File: src/hw/rtl/nvp_pkg.sv
package nvp_pkg;

    localparam int MESH_ID_BITS   = 8;
    localparam int VERTEX_ID_BITS = 24;

    // Accumulator holds four 49-bit products without overflow.
    localparam int ACC_W  = 51;
    localparam int PROD_W = 49;
    localparam int REM_W  = ACC_W + 1;
    localparam int QUO_W  = 15;

    localparam logic [4:0] TERM_W_LAST    = 5'd3;
    localparam logic [4:0] TERM_Z_LAST    = 5'd15;
    localparam logic [4:0] TERM_DOT_FIRST = 5'd16;
    localparam logic [4:0] TERM_DOT_LAST  = 5'd18;
    localparam logic [4:0] TERM_DSQ_FIRST = 5'd19;
    localparam logic [4:0] TERM_DSQ_LAST  = 5'd20;
    localparam logic [3:0] DIV_LAST_STEP  = 4'd14;
    localparam logic [1:0] COORD_LAST     = 2'd2;

    localparam logic [31:0] EPS_SQ_Q28 = 32'd167772;
    localparam logic signed [ACC_W-1:0] NEG_TENTH_Q28 = -51'sd26843546;

    typedef enum logic [2:0] {
        CFG_ROW0   = 3'd0,
        CFG_ROW1   = 3'd1,
        CFG_ROW2   = 3'd2,
        CFG_ROW3   = 3'd3,
        CFG_CAMERA = 3'd4,
        CFG_CLICK  = 3'd5
    } t_cfg_idx;

    typedef struct packed {
        logic signed [31:0]           pos_x;
        logic signed [31:0]           pos_y;
        logic signed [31:0]           pos_z;
        logic signed [15:0]           norm_x;
        logic signed [15:0]           norm_y;
        logic signed [15:0]           norm_z;
        logic [MESH_ID_BITS-1:0]      mesh_id;
        logic [VERTEX_ID_BITS-1:0]    vertex_id;
        logic                         last_vertex;
    } t_in_item;

    typedef struct packed {
        logic                         hit;
        logic [MESH_ID_BITS-1:0]      hit_mesh;
        logic [VERTEX_ID_BITS-1:0]    hit_vertex;
        logic [31:0]                  hit_distance_sq;
    } t_out_item;

    typedef enum logic [3:0] {
        OP_NONE,
        OP_LOAD,
        OP_MUL,
        OP_ACC,
        OP_SAVE,
        OP_DIV_INIT,
        OP_DIV_STEP,
        OP_DIV_END,
        OP_UPDATE,
        OP_FINISH
    } t_op;

    typedef enum logic [2:0] {
        G_W,
        G_X,
        G_Y,
        G_Z,
        G_DOT,
        G_DSQ
    } t_group;

    typedef enum logic [3:0] {
        S_IDLE,
        S_MUL,
        S_ACC,
        S_SAVE,
        S_DIV_INIT,
        S_DIV_STEP,
        S_DIV_END,
        S_DECIDE,
        S_FINISH
    } t_state;

    typedef struct packed {
        t_op        op;
        logic [4:0] term;
        logic [1:0] coord;
    } t_cmd;

    typedef struct packed {
        logic w_pos;
        logic last;
        logic out_free;
    } t_status;

    function automatic t_group term_group(input logic [4:0] term);
        t_group g;
        if (term <= TERM_W_LAST) begin
            g = G_W;
        end else if (term <= 5'd7) begin
            g = G_X;
        end else if (term <= 5'd11) begin
            g = G_Y;
        end else if (term <= TERM_Z_LAST) begin
            g = G_Z;
        end else if (term <= TERM_DOT_LAST) begin
            g = G_DOT;
        end else begin
            g = G_DSQ;
        end
        return g;
    endfunction

    function automatic logic term_first(input logic [4:0] term);
        return (term <= TERM_Z_LAST && term[1:0] == 2'd0) ||
               term == TERM_DOT_FIRST || term == TERM_DSQ_FIRST;
    endfunction

    function automatic logic term_final(input logic [4:0] term);
        return (term <= TERM_Z_LAST && term[1:0] == 2'd3) ||
               term == TERM_DOT_LAST || term == TERM_DSQ_LAST;
    endfunction

endpackage

File: src/hw/rtl/nvp_ctrl.sv
module nvp_ctrl (
    input  logic             i_clk,
    input  logic             i_rst_n,
    input  logic             i_in_valid,
    output logic             o_in_stall,
    input  nvp_pkg::t_status i_status,
    output nvp_pkg::t_cmd    o_cmd
);
    import nvp_pkg::*;

    t_state     r_state, n_state;
    logic [4:0] r_term, n_term;
    logic [3:0] r_step, n_step;
    logic [1:0] r_coord, n_coord;

    always_ff @(posedge i_clk) begin
        if (!i_rst_n) begin
            r_state <= S_IDLE;
            r_term  <= '0;
            r_step  <= '0;
            r_coord <= '0;
        end else begin
            r_state <= n_state;
            r_term  <= n_term;
            r_step  <= n_step;
            r_coord <= n_coord;
        end
    end

    // Next state and sequence counters.
    always_comb begin
        n_state = r_state;
        n_term  = r_term;
        n_step  = r_step;
        n_coord = r_coord;
        case (r_state)
            S_IDLE: begin
                if (i_in_valid) begin
                    n_term  = '0;
                    n_state = S_MUL;
                end
            end
            S_MUL: begin
                n_state = S_ACC;
            end
            S_ACC: begin
                if (term_final(r_term)) begin
                    n_state = S_SAVE;
                end else begin
                    n_term  = r_term + 5'd1;
                    n_state = S_MUL;
                end
            end
            S_SAVE: begin
                if (r_term == TERM_W_LAST) begin
                    if (i_status.w_pos) begin
                        n_term  = r_term + 5'd1;
                        n_state = S_MUL;
                    end else begin
                        n_state = i_status.last ? S_FINISH : S_IDLE;
                    end
                end else if (r_term == TERM_Z_LAST) begin
                    n_coord = '0;
                    n_state = S_DIV_INIT;
                end else if (r_term == TERM_DSQ_LAST) begin
                    n_state = S_DECIDE;
                end else begin
                    n_term  = r_term + 5'd1;
                    n_state = S_MUL;
                end
            end
            S_DIV_INIT: begin
                n_step  = '0;
                n_state = S_DIV_STEP;
            end
            S_DIV_STEP: begin
                n_step = r_step + 4'd1;
                if (r_step == DIV_LAST_STEP) begin
                    n_state = S_DIV_END;
                end
            end
            S_DIV_END: begin
                if (r_coord == COORD_LAST) begin
                    n_term  = TERM_DOT_FIRST;
                    n_state = S_MUL;
                end else begin
                    n_coord = r_coord + 2'd1;
                    n_state = S_DIV_INIT;
                end
            end
            S_DECIDE: begin
                n_state = i_status.last ? S_FINISH : S_IDLE;
            end
            S_FINISH: begin
                if (i_status.out_free) begin
                    n_state = S_IDLE;
                end
            end
            default: begin
                n_state = S_IDLE;
            end
        endcase
    end

    // Commands to the datapath.
    always_comb begin
        o_cmd.op    = OP_NONE;
        o_cmd.term  = r_term;
        o_cmd.coord = r_coord;
        o_in_stall  = 1'b1;
        case (r_state)
            S_IDLE: begin
                o_in_stall = 1'b0;
                if (i_in_valid) begin
                    o_cmd.op = OP_LOAD;
                end
            end
            S_MUL:      o_cmd.op = OP_MUL;
            S_ACC:      o_cmd.op = OP_ACC;
            S_SAVE:     o_cmd.op = OP_SAVE;
            S_DIV_INIT: o_cmd.op = OP_DIV_INIT;
            S_DIV_STEP: o_cmd.op = OP_DIV_STEP;
            S_DIV_END:  o_cmd.op = OP_DIV_END;
            S_DECIDE:   o_cmd.op = OP_UPDATE;
            S_FINISH: begin
                if (i_status.out_free) begin
                    o_cmd.op = OP_FINISH;
                end
            end
            default: o_cmd.op = OP_NONE;
        endcase
    end

endmodule

File: src/hw/rtl/nvp_dp.sv
module nvp_dp (
    input  logic              i_clk,
    input  logic              i_rst_n,
    input  logic              i_cfg_valid,
    input  logic [2:0]        i_cfg_index,
    input  logic [63:0]       i_cfg_data,
    input  nvp_pkg::t_in_item i_in_data,
    input  nvp_pkg::t_cmd     i_cmd,
    output nvp_pkg::t_status  o_status,
    output logic              o_out_valid,
    input  logic              i_out_stall,
    output nvp_pkg::t_out_item o_out_data
);
    import nvp_pkg::*;

    logic [63:0] r_row0, r_row1, r_row2, r_row3;
    logic [47:0] r_camera, r_click;

    t_in_item r_item;

    logic signed [PROD_W-1:0] r_prod;
    logic signed [ACC_W-1:0]  r_acc;
    logic signed [ACC_W-1:0]  r_w, r_cx, r_cy, r_cz, r_dot, r_dsq;

    logic [REM_W-1:0] r_rem;
    logic [QUO_W-1:0] r_quo;
    logic             r_neg, r_sat;
    logic signed [15:0] r_xn, r_yn, r_zn;

    logic        r_best_valid;
    logic [31:0] r_best_dist;
    logic [MESH_ID_BITS-1:0]   r_best_mesh;
    logic [VERTEX_ID_BITS-1:0] r_best_vert;

    logic      r_out_valid;
    t_out_item r_out;

    // Configuration registers.
    always_ff @(posedge i_clk) begin
        if (!i_rst_n) begin
            r_row0   <= 64'h0000_0000_0000_1000;
            r_row1   <= 64'h0000_0000_1000_0000;
            r_row2   <= 64'h0000_1000_0000_0000;
            r_row3   <= 64'h1000_0000_0000_0000;
            r_camera <= 48'hC000_0000_0000;
            r_click  <= 48'hFFFF_0000_0000;
        end else if (i_cfg_valid) begin
            case (t_cfg_idx'(i_cfg_index))
                CFG_ROW0:   r_row0   <= i_cfg_data;
                CFG_ROW1:   r_row1   <= i_cfg_data;
                CFG_ROW2:   r_row2   <= i_cfg_data;
                CFG_ROW3:   r_row3   <= i_cfg_data;
                CFG_CAMERA: r_camera <= i_cfg_data[47:0];
                CFG_CLICK:  r_click  <= i_cfg_data[47:0];
                default: ;
            endcase
        end
    end

    // Operand selection for the shared multiplier.
    t_group             grp;
    logic [63:0]        row;
    logic [1:0]         k;
    logic signed [16:0] op_a;
    logic signed [31:0] op_b;
    logic signed [16:0] dx, dy;
    logic signed [15:0] norm_k, cam_k;
    logic [1:0]         dk;

    assign grp = term_group(i_cmd.term);
    assign k   = i_cmd.term[1:0];
    assign dx  = 17'(r_xn) - 17'(signed'(r_click[15:0]));
    assign dy  = 17'(r_yn) - 17'(signed'(r_click[31:16]));
    assign dk  = 2'(i_cmd.term - TERM_DOT_FIRST);

    always_comb begin
        case (grp)
            G_W:     row = r_row3;
            G_X:     row = r_row0;
            G_Y:     row = r_row1;
            default: row = r_row2;
        endcase
        case (dk)
            2'd0:    begin norm_k = r_item.norm_x; cam_k = signed'(r_camera[15:0]);  end
            2'd1:    begin norm_k = r_item.norm_y; cam_k = signed'(r_camera[31:16]); end
            default: begin norm_k = r_item.norm_z; cam_k = signed'(r_camera[47:32]); end
        endcase
        op_a = 17'(signed'(row[16*k +: 16]));
        case (k)
            2'd0:    op_b = r_item.pos_x;
            2'd1:    op_b = r_item.pos_y;
            2'd2:    op_b = r_item.pos_z;
            default: op_b = 32'sd65536;
        endcase
        if (grp == G_DOT) begin
            op_a = 17'(cam_k);
            op_b = 32'(norm_k);
        end else if (grp == G_DSQ) begin
            op_a = (i_cmd.term == TERM_DSQ_FIRST) ? dx : dy;
            op_b = 32'(op_a);
        end
    end

    // Division of a clip coordinate by w.
    logic signed [ACC_W-1:0] clip;
    logic [ACC_W-1:0]        mag;
    logic                    ge;
    logic [REM_W-1:0]        rem_next;
    logic signed [15:0]      ndc;

    always_comb begin
        case (i_cmd.coord)
            2'd0:    clip = r_cx;
            2'd1:    clip = r_cy;
            default: clip = r_cz;
        endcase
        mag      = clip[ACC_W-1] ? ACC_W'(-clip) : ACC_W'(clip);
        ge       = r_rem >= REM_W'(unsigned'(r_w));
        rem_next = ge ? (r_rem - REM_W'(unsigned'(r_w))) : r_rem;
        if (r_sat) begin
            ndc = r_neg ? 16'sh8000 : 16'sh7FFF;
        end else begin
            ndc = r_neg ? -signed'({1'b0, r_quo}) : signed'({1'b0, r_quo});
        end
    end

    // Tests on the finished vertex.
    logic [17:0] zsum;
    logic signed [17:0] depth;
    logic faces, near, visible;

    assign zsum    = 18'(r_zn) + 18'd16384;
    assign depth   = signed'({zsum[16:0], 1'b0});
    assign faces   = r_dot <= NEG_TENTH_Q28;
    assign near    = r_dsq <= signed'(ACC_W'(EPS_SQ_Q28)) &&
                     r_dsq <= signed'(ACC_W'(r_best_dist));
    assign visible = depth <= signed'({2'b00, r_click[47:32]});

    always_ff @(posedge i_clk) begin
        case (i_cmd.op)
            OP_LOAD: r_item <= i_in_data;
            OP_MUL:  r_prod <= op_a * op_b;
            OP_ACC: begin
                if (term_first(i_cmd.term)) begin
                    r_acc <= ACC_W'(r_prod);
                end else begin
                    r_acc <= r_acc + ACC_W'(r_prod);
                end
            end
            OP_SAVE: begin
                case (grp)
                    G_W:     r_w   <= r_acc;
                    G_X:     r_cx  <= r_acc;
                    G_Y:     r_cy  <= r_acc;
                    G_Z:     r_cz  <= r_acc;
                    G_DOT:   r_dot <= r_acc;
                    default: r_dsq <= r_acc;
                endcase
            end
            OP_DIV_INIT: begin
                r_rem <= REM_W'(mag);
                r_neg <= clip[ACC_W-1];
                r_sat <= REM_W'(mag) >= {unsigned'(r_w), 1'b0};
                r_quo <= '0;
            end
            OP_DIV_STEP: begin
                r_rem <= {rem_next[REM_W-2:0], 1'b0};
                r_quo <= {r_quo[QUO_W-2:0], ge};
            end
            OP_DIV_END: begin
                case (i_cmd.coord)
                    2'd0:    r_xn <= ndc;
                    2'd1:    r_yn <= ndc;
                    default: r_zn <= ndc;
                endcase
            end
            default: ;
        endcase
    end

    // Running best and output register.
    always_ff @(posedge i_clk) begin
        if (!i_rst_n) begin
            r_best_valid <= 1'b0;
            r_best_dist  <= EPS_SQ_Q28;
            r_best_mesh  <= '0;
            r_best_vert  <= '0;
            r_out_valid  <= 1'b0;
        end else begin
            if (r_out_valid && !i_out_stall) begin
                r_out_valid <= 1'b0;
            end
            if (i_cmd.op == OP_UPDATE && faces && near && visible) begin
                r_best_valid <= 1'b1;
                r_best_dist  <= r_dsq[31:0];
                r_best_mesh  <= r_item.mesh_id;
                r_best_vert  <= r_item.vertex_id;
            end
            if (i_cmd.op == OP_FINISH) begin
                r_out_valid  <= 1'b1;
                r_best_valid <= 1'b0;
                r_best_dist  <= EPS_SQ_Q28;
                r_best_mesh  <= '0;
                r_best_vert  <= '0;
            end
        end
    end

    always_ff @(posedge i_clk) begin
        if (i_cmd.op == OP_FINISH) begin
            if (r_best_valid) begin
                r_out.hit             <= 1'b1;
                r_out.hit_mesh        <= r_best_mesh;
                r_out.hit_vertex      <= r_best_vert;
                r_out.hit_distance_sq <= r_best_dist;
            end else begin
                r_out <= '0;
            end
        end
    end

    assign o_status.w_pos    = r_acc > 0;
    assign o_status.last     = r_item.last_vertex;
    assign o_status.out_free = !r_out_valid || !i_out_stall;
    assign o_out_valid       = r_out_valid;
    assign o_out_data        = r_out;

endmodule

File: src/hw/rtl/nearest_vertex_pick_top.sv
// Nearest-vertex picker: vertices stream in one transfer at a time; each is
// transformed by the configured 4x4 Q4.12 matrix, divided by w into Q2.14
// NDC, and kept as the running best if it faces the camera, lies within
// 0.025 NDC of the click point and no farther than the best so far (ties go
// to the later vertex), and is not behind the depth-buffer value. A vertex
// with non-positive w is a miss. The transfer flagged last_vertex produces
// one result transfer (hit, mesh, vertex, squared distance; all zero on no
// hit) and clears the best. A new vertex is taken only after the last one is
// done, which is sooner when w is non-positive; the final vertex also loads
// the result register. The processing time is set by the single shared 17x32
// multiplier (21 products, each a multiply and an accumulate step) and the
// restoring divider, which produces one quotient bit per cycle for 15 bits per
// coordinate. Configuration writes are always taken and must only be issued
// while no vertex is in flight.
module nearest_vertex_pick_top (
    input  logic               i_clk,
    input  logic               i_rst_n,
    input  logic               i_cfg_valid,
    output logic               o_cfg_ready,
    input  logic [2:0]         i_cfg_index,
    input  logic [63:0]        i_cfg_data,
    input  logic               i_in_valid,
    output logic               o_in_stall,
    input  nvp_pkg::t_in_item  i_in_data,
    output logic               o_out_valid,
    input  logic               i_out_stall,
    output nvp_pkg::t_out_item o_out_data
);
    import nvp_pkg::*;

    t_cmd    cmd;
    t_status status;

    // The register file never back-pressures a write.
    assign o_cfg_ready = 1'b1;

    nvp_ctrl u_ctrl (
        .i_clk      (i_clk),
        .i_rst_n    (i_rst_n),
        .i_in_valid (i_in_valid),
        .o_in_stall (o_in_stall),
        .i_status   (status),
        .o_cmd      (cmd)
    );

    nvp_dp u_dp (
        .i_clk       (i_clk),
        .i_rst_n     (i_rst_n),
        .i_cfg_valid (i_cfg_valid),
        .i_cfg_index (i_cfg_index),
        .i_cfg_data  (i_cfg_data),
        .i_in_data   (i_in_data),
        .i_cmd       (cmd),
        .o_status    (status),
        .o_out_valid (o_out_valid),
        .i_out_stall (i_out_stall),
        .o_out_data  (o_out_data)
    );

endmodule

File: config.mk
export PLATFORM = sky130hd
export DESIGN_NAME = nearest_vertex_pick_top
export DESIGN_NICKNAME = d
export VERILOG_FILES = /design/src/hw/rtl/nvp_pkg.sv /design/src/hw/rtl/nvp_ctrl.sv /design/src/hw/rtl/nvp_dp.sv /design/src/hw/rtl/nearest_vertex_pick_top.sv
export SDC_FILE = /design/constraint.sdc
export NUM_CORES = 2
export LEC_CHECK = 0
export BUFFER_PORTS_ARGS = -buffer_cell sky130_fd_sc_hd__buf_4
export CORE_MARGIN = 3
export CORE_UTILIZATION = 56
export DETAILED_ROUTE_END_ITERATION = 7
export PLACE_DENSITY = 0.82
export SLEW_MARGIN = 10
export SYNTH_ARGS = -nofsm -noshare
export SYNTH_HDL_FRONTEND = slang
export SYNTH_SLANG_ARGS = --single-unit
File: constraint.sdc
create_clock -name i_clk -period 34.3 [get_ports i_clk]
set_input_delay 1.715 -clock i_clk [delete_from_list [all_inputs] [get_ports i_clk]]
set_output_delay 1.715 -clock i_clk [all_outputs]
set_load 0.005 [all_outputs]
# Word level (Yosys, flattened, before mapping)
# Index checks and enable logic that the tools add are counted.
dict set report totals {
  reg_bits 1198
  latch_bits 0
  ram_bits 0
  romBits 0
  inputBits 249
  out_inout_bits 68
  wordCells 222
  memories 0
}
dict set report op_classes {
  n_addsub 11
  mul 1
  n_div 0
  magnitude_cmp 12
  n_eq_ne 51
  shift 1
  n_mux 54
  bitwise 3
  n_reduce_logical 46
}
# operator count
set ops {}
lappend ops {{case mux 64 bit (3 select lines)} 1}
lappend ops {{2-to-1 mux 51 bit} 3}
lappend ops {{case mux 52 bit (2 select lines)} 1}
lappend ops {{case mux 51 bit (2 select lines)} 1}
lappend ops {{case mux 32 bit (3 select lines)} 1}
lappend ops {{case mux 4 bit (9 select lines)} 2}
lappend ops {{2-to-1 mux 65 bit} 1}
lappend ops {{2-to-1 mux 32 bit} 2}
lappend ops {{case mux 16 bit (2 select lines)} 2}
lappend ops {{variable part select 64 x 7 -> 16 bit} 1}
lappend ops {{>= comparator 51 x 52 -> 1 bit} 1}
lappend ops {{>= comparator 52 x 51 -> 1 bit} 1}
lappend ops {{adder 51 x 49 -> 51 bit} 1}
lappend ops {{> comparator 51 x 1 -> 1 bit, second input constant} 1}
lappend ops {{less-or-equal comparator 51 x 19 -> 1 bit, second input constant} 1}
lappend ops {{less-or-equal comparator 51 x 26 -> 1 bit, second input constant} 1}
lappend ops {{less-or-equal comparator 51 x 33 -> 1 bit} 1}
lappend ops {{2-to-1 mux 17 bit} 3}
lappend ops {{negator 51 bit} 1}
lappend ops {{subtractor 51 bit} 1}
lappend ops {{multiplier 17 x 32 -> 49 bit} 1}
lappend ops {{2-to-1 mux 16 bit} 3}
lappend ops {{2-to-1 mux 5 bit} 7}
lappend ops {{subtractor 16 x 16 -> 17 bit} 2}
lappend ops {{50 further kinds} 139}

# Longest topological paths before layout
dict set report depth {
  depth_word 12
  ltp_mapped 41
}

# Modules after synthesis
# From an unflattened synthesis, not the netlist that was laid out.
dict set report hier_totals {
  hier_cells 7557
  hier_area_um2 75745.1
}
# mod n_inst cells_per_inst area_per_inst_um2
set modules_own_cells {}
lappend modules_own_cells {nvp_dp 1 7410 74611.6}
lappend modules_own_cells {nvp_ctrl 1 145 1122.3}
lappend modules_own_cells {nearest_vertex_pick_top 1 2 11.3}

# Worst setup path after synthesis
# OpenSTA, ideal clock, no wires.
dict set report synth_timing {
  path_kind {register -> register}
  from {reg u_ctrl.r_term[0]}
  to {reg u_dp.r_dsq[0] (enable)}
  t_arrival_ns 10.144
  required_time_ns 33.567
  slack_ns 23.423
  stages_incl_launch_ff 10
  synth_period_minus_slack_ns 10.877
  cell_sequence {dfxtp_1 > buf_1 > inv_1 > clkbuf_1 > ha_1 > clkbuf_1 > o21a_1 > clkbuf_1 > buf_1 > a2111oi_0}
}
dict set report synth_via {
  elab_chain_cells 10
  elab_cells_between_ends 18
  classes_between {order compare: 5; eq/ne: 4; mux: 5; bitwise: 1; reduce/logical: 3}
}
# element line_no
set synth_rtl {}
lappend synth_rtl {{start: declaration} nvp_ctrl.sv:12} ;# logic [4:0] r_term, n_term;
lappend synth_rtl {{start signal: assignment} nvp_ctrl.sv:24} ;# r_term <= n_term;
lappend synth_rtl {{less-or-equal comparator 5 bit} nvp_pkg.sv:108} ;# end else if (term <= TERM_DOT_LAST) begin
lappend synth_rtl {{2-to-1 mux 1 bit} nvp_pkg.sv:108}
lappend synth_rtl {{2-to-1 mux 3 bit} nvp_pkg.sv:106} ;# end else if (term <= TERM_Z_LAST) begin
lappend synth_rtl {{2-to-1 mux 3 bit} nvp_pkg.sv:104} ;# end else if (term <= 5'd11) begin
lappend synth_rtl {{2-to-1 mux 3 bit} nvp_pkg.sv:102} ;# end else if (term <= 5'd7) begin
lappend synth_rtl {{2-to-1 mux 3 bit *} nvp_pkg.sv:100} ;# if (term <= TERM_W_LAST) begin
lappend synth_rtl {{== test 3 x 1 -> 1 bit (tied with other cells)} nvp_dp.sv:151} ;# case (grp)
lappend synth_rtl {{OR reduction 5 bit (no line) *} -}
lappend synth_rtl {{inverter 1 bit (no line) *} -}
lappend synth_rtl {{AND reduction 2 bit (no line) *} -}
lappend synth_rtl {{end signal: assignment} nvp_dp.sv:157} ;# default: r_dsq <= r_acc;
lappend synth_rtl {{end: declaration} nvp_dp.sv:23} ;# logic signed [ACC_W-1:0] r_w, r_cx, r_cy, r_cz, r_dot, r_dsq;
# Mark *: on every way between the ends. The rest lies on a longest branch, timed or not.
# A chain may end at the register's enable or synchronous reset.

# Final worst setup path
dict set report layout_timing {
  from {reg u_ctrl.r_term[3]}
  to {reg u_dp.r_prod[48] (data pin)}
}
dict set report layout_via {
  elab_chain_cells 12
  elab_cells_between_ends 24
  classes_between {mul: 1; order compare: 5; eq/ne: 5; shift: 1; mux: 11; reduce/logical: 1}
}
# element line_no
set layout_rtl {}
lappend layout_rtl {{less-or-equal comparator 5 bit} nvp_pkg.sv:108}
lappend layout_rtl {{2-to-1 mux 1 bit} nvp_pkg.sv:108}
lappend layout_rtl {{2-to-1 mux 3 bit} nvp_pkg.sv:106}
lappend layout_rtl {{2-to-1 mux 3 bit} nvp_pkg.sv:104}
lappend layout_rtl {{2-to-1 mux 3 bit} nvp_pkg.sv:102}
lappend layout_rtl {{2-to-1 mux 3 bit} nvp_pkg.sv:100}
lappend layout_rtl {{== test 3 x 2 -> 1 bit (tied with other cells)} nvp_dp.sv:77} ;# case (grp)
lappend layout_rtl {{case mux 64 bit (3 select lines)} nvp_dp.sv:77}
lappend layout_rtl {{variable part select 64 x 7 -> 16 bit} nvp_dp.sv:88} ;# op_a = 17'(signed'(row[16*k +: 16]));
lappend layout_rtl {{2-to-1 mux 17 bit} nvp_dp.sv:98} ;# end else if (grp == G_DSQ) begin
lappend layout_rtl {{2-to-1 mux 17 bit} nvp_dp.sv:95} ;# if (grp == G_DOT) begin
lappend layout_rtl {{multiplier 17 x 32 -> 49 bit *} nvp_dp.sv:142} ;# OP_MUL: r_prod <= op_a * op_b;
lappend layout_rtl {{end signal: assignment} nvp_dp.sv:142}
lappend layout_rtl {{end: declaration} nvp_dp.sv:21} ;# logic signed [PROD_W-1:0] r_prod;
# Marks and branches as above.

==> impl_results.md <==
- Status: completed
- Fin. Hold Viols: 0
- CTS tree: built
- Clk pin slew, worst setup/hold paths: 0.08 ns
- Filler instances: approximately 10,000
- Total Nets Final: 8,863
- Post-DP Area: 78,760 um^2
- Total power: 4701 uW
- Setup CP Type: flip-flop to flip-flop
- Vias in the first global route: 58,420
- HPWL Detailed: approximately 160 mm
- Final Non-Filler Cells: 9,590
- Slew margin rel.: 15.37%
- Worst min-delay path class: flip-flop to flip-flop
- DRC viols: 0
- CTS resizes: 0
- Final WL: 221.4 mm
- Crit-path most repeated cell: fa_1
- Row Count: 133
- I/O Buffers: 315
- Final Critical Period: 11.46 ns
- Die Y: 371.5 um
- Syn_nets: 8,728
- Syn_area_per_cell: 9.848 um^2
- Endpoint class of the critical path: flip-flop
- CP max FO: 48
- Area Growth Syn to Fin: 10.71%
- Cells after DPL: 9,366
- Initial antenna violation count: 5
- Syn Std Cell Area: around 75,000 um^2
- GRT overflow: 0
- Clock Sinks: between 1,000 and 1,500
- Synth unique cells: 88
- Synthesis-stage register bit count: 1,198
- Ports: 317
- Fmax: 0.08725 GHz
- Final worst-path cycle share: 33.42%
- Share of the synthesized area in the top cell type: 30.71%
- Startpoint types: flip-flop
- Max Cap Viol: 0
- VDD IR max: 55.57 uV
- First-pass iteration count of the detailed router: 8
- Synth area leader: edfxtp_1
- DRT iter0 DRCs: around 7,300
- Post-CTS Setup Bufs: 0
- P per Cell Area: 56.77 nW/um^2
- Critical Path Max Stage Delay: between 0.7 and 0.8 ns
- Top FF cell, synth: edfxtp_1
- Drt via density: 6.137
- CTS Buf Count: 117
- Pins over their slew limit: 0
- Global Route Usage Sum: between 30% and 40%
- GP Congestion: 0.9916
- Number of synthesized flops with an enable pin: 765
- Final Instance Area: 82,810 um^2
- Die X: approximately 370 um
- Actual slew at the worst max-slew pin: between 1 and 1.5 ns
- Via count: 58,851
- Leak: roughly 0.034 uW
- Initial Util: between 50% and 60%
- Post-synth top cells: 1,145 x nand2_1, 765 x edfxtp_1, 753 x inv_1, 719 x a21oi_1, 619 x nor2_1
- Post-Syn Instances: ~7,600
- Yosys warnings: 0
- Clock Tree Buf Depth: 3
- Layout cell share with drive strength beyond 1: roughly 8.9%
- Post-DRT Antenna Nets: 0
- Fraction of registers with async set or reset after synthesis: 0%
- Final setup viols: 0
- Crit path DAT: 11.91 ns
- H-tree depth: 3
- Critical path buffer and inverter count: 6
- Die ar.: 138,000 um^2
- Synth area leaders: edfxtp_1 31%, fa_1 14%, dfxtp_1 12%
- Unrepaired setup endpoints after global routing: false
- Core area: 132,100 um^2
- Skew-Pair Late Insertion Delay: between 0.7 and 0.8 ns
- Cell family with most CP delay: compound AO/OA/AOI/OAI gates
- Hold-fix buffers at CTS: 0
- Setup Skew: ~0.093 ns
- Setup TNS: 0 ns
- Crit-path slowest cell: o221ai_1
- Top-count cell post-synth: nand2_1
- Worst Path Required: between 30 and 40 ns
- Largest net degree at the start of global routing: 140
- Post-synthesis sequential area ratio: a little over two fifths
- Drt wl/cell: between 20 and 25 um
- CTS Root Cell: clkbuf_16
- First-pass GRT wire length: around 340 mm
[report_power, final]
part	switching (uW)	internal, uW
Clock	584	754
Combinational	1020	646
Sequential	56.5	1640
Total	1660	3040
[cell usage in the layout (no fill, tap or decap), types with 25 or more instances in the layout]
cell	count
a21oi_1	711
o211ai_1	58
a22o_1	54
o21a_1	51
a22oi_1	29
a222oi_1	31
dfxtp_1	430
xor2_1	88
a31oi_1	37
nor4_1	36
nor2_1	607
nor3_1	46
fa_1	525
edfxtp_1	765
nand2_1	1143
nand3_1	74
mux2i_1	107
and2_1	127
o21ai_0	252
nand2b_1	115
xnor2_1	128
nor2b_1	45
a21o_1	131
clkbuf_16	123
a211oi_1	32
inv_1	753
ha_1	355
and3_1	27
nand4_1	73
buf_4	399
o21ai_1	25
[path summary, 6_finish.rpt]
kind / cells after the start / start / slack [ns] / end
max: 33 / u_ctrl.r_term[3]$_SDFFE_PN0P_ / 22.84 / u_dp.r_prod[48]$_DFFE_PN_
min: 2 / u_dp.r_row3[62]$_SDFFE_PN0P_ / 0.45 / u_dp.r_row3[62]$_SDFFE_PN0P_
max reg2reg: 33 / u_ctrl.r_term[3]$_SDFFE_PN0P_ / 22.84 / u_dp.r_prod[48]$_DFFE_PN_
min reg2reg: 2 / u_dp.r_row3[62]$_SDFFE_PN0P_ / 0.45 / u_dp.r_row3[62]$_SDFFE_PN0P_
[cell type report]
type | instances | area [um^2] | share of cell area (%)
Clock buffer | 149 | 3266 | 3.944
Clock inverter | 71 | 759.5 | 0.9172
Multi-Input combinational cell | 5257 | 39090 | 47.20
Antenna cell | 4 | 10.01 | 0.01209
Inverter | 757 | 2849 | 3.441
Sequential cell | 1198 | 31640 | 38.21
Tap cell | 1755 | 2196 | 2.652
Timing Repair Buffer | 399 | 2995 | 3.617
[per-layer routing]
| metal | share of wire (%) | global-route usage (%) |
|---|---|---|
| met5 | 0.011 | 0 |
| met4 | 5.9 | 16.45 |
| met3 | 11 | 8.202 |
| met2 | 45 | 49.71 |
| met1 | 38 | 41.14 |
[worst reg2reg max path, delay by kind of cell, from the launching register on]
family | cells | cell delay, ns
fa+ha+maj | 8 | 3.64
buf+inv | 6 | 1.54
compound gates | 12 | 4.06
flops | 1 | 0.59
simple gates | 6 | 1.13
xor+xnor | 1 | 0.14
[state kept, by name (all words and copies together), names as in the netlist, 24 cells and up]
name / count
u_dp.o_out_data: 65
u_dp.r_acc: 51
u_dp.r_best_dist: 32
u_dp.r_best_vert: 24
u_dp.r_camera: 48
u_dp.r_click: 48
u_dp.r_cx: 51
u_dp.r_cy: 51
u_dp.r_cz: 51
u_dp.r_dot: 51
u_dp.r_dsq: 51
u_dp.r_item: 176
u_dp.r_prod: 49
u_dp.r_rem: 52
u_dp.r_row0: 64
u_dp.r_row1: 64
u_dp.r_row2: 64
u_dp.r_row3: 64
u_dp.r_w: 51
[metrics by stage]
stage	hold WS [ns]	util [%]	worst slack (ns)
2_1_floorplan	0.4264	-	23.42
3_3_place_gp	0.4380	59.61	23.53
3_5_place_dp	0.4468	59.61	23.36
4_1_cts	0.4549	62.66	23.28
5_1_grt	0.4684	62.66	22.64
6_report	0.4533	62.67	22.84
[kinds of logic after synthesis]
kind of cell,Yosys count,synth area share [%]
AO/OA/AOI/OAI,1627,13.43
XOR/XNOR,216,2.529
adder cells (fa/ha/maj),884,20.06
buffers and inverters,1140,5.769
flip-flops,1198,42.30
multiplexers,121,1.748
other,1,0.005014
AND/OR/NAND/NOR,2408,14.16
No activity file was read; power rests on OpenSTA's default activity.
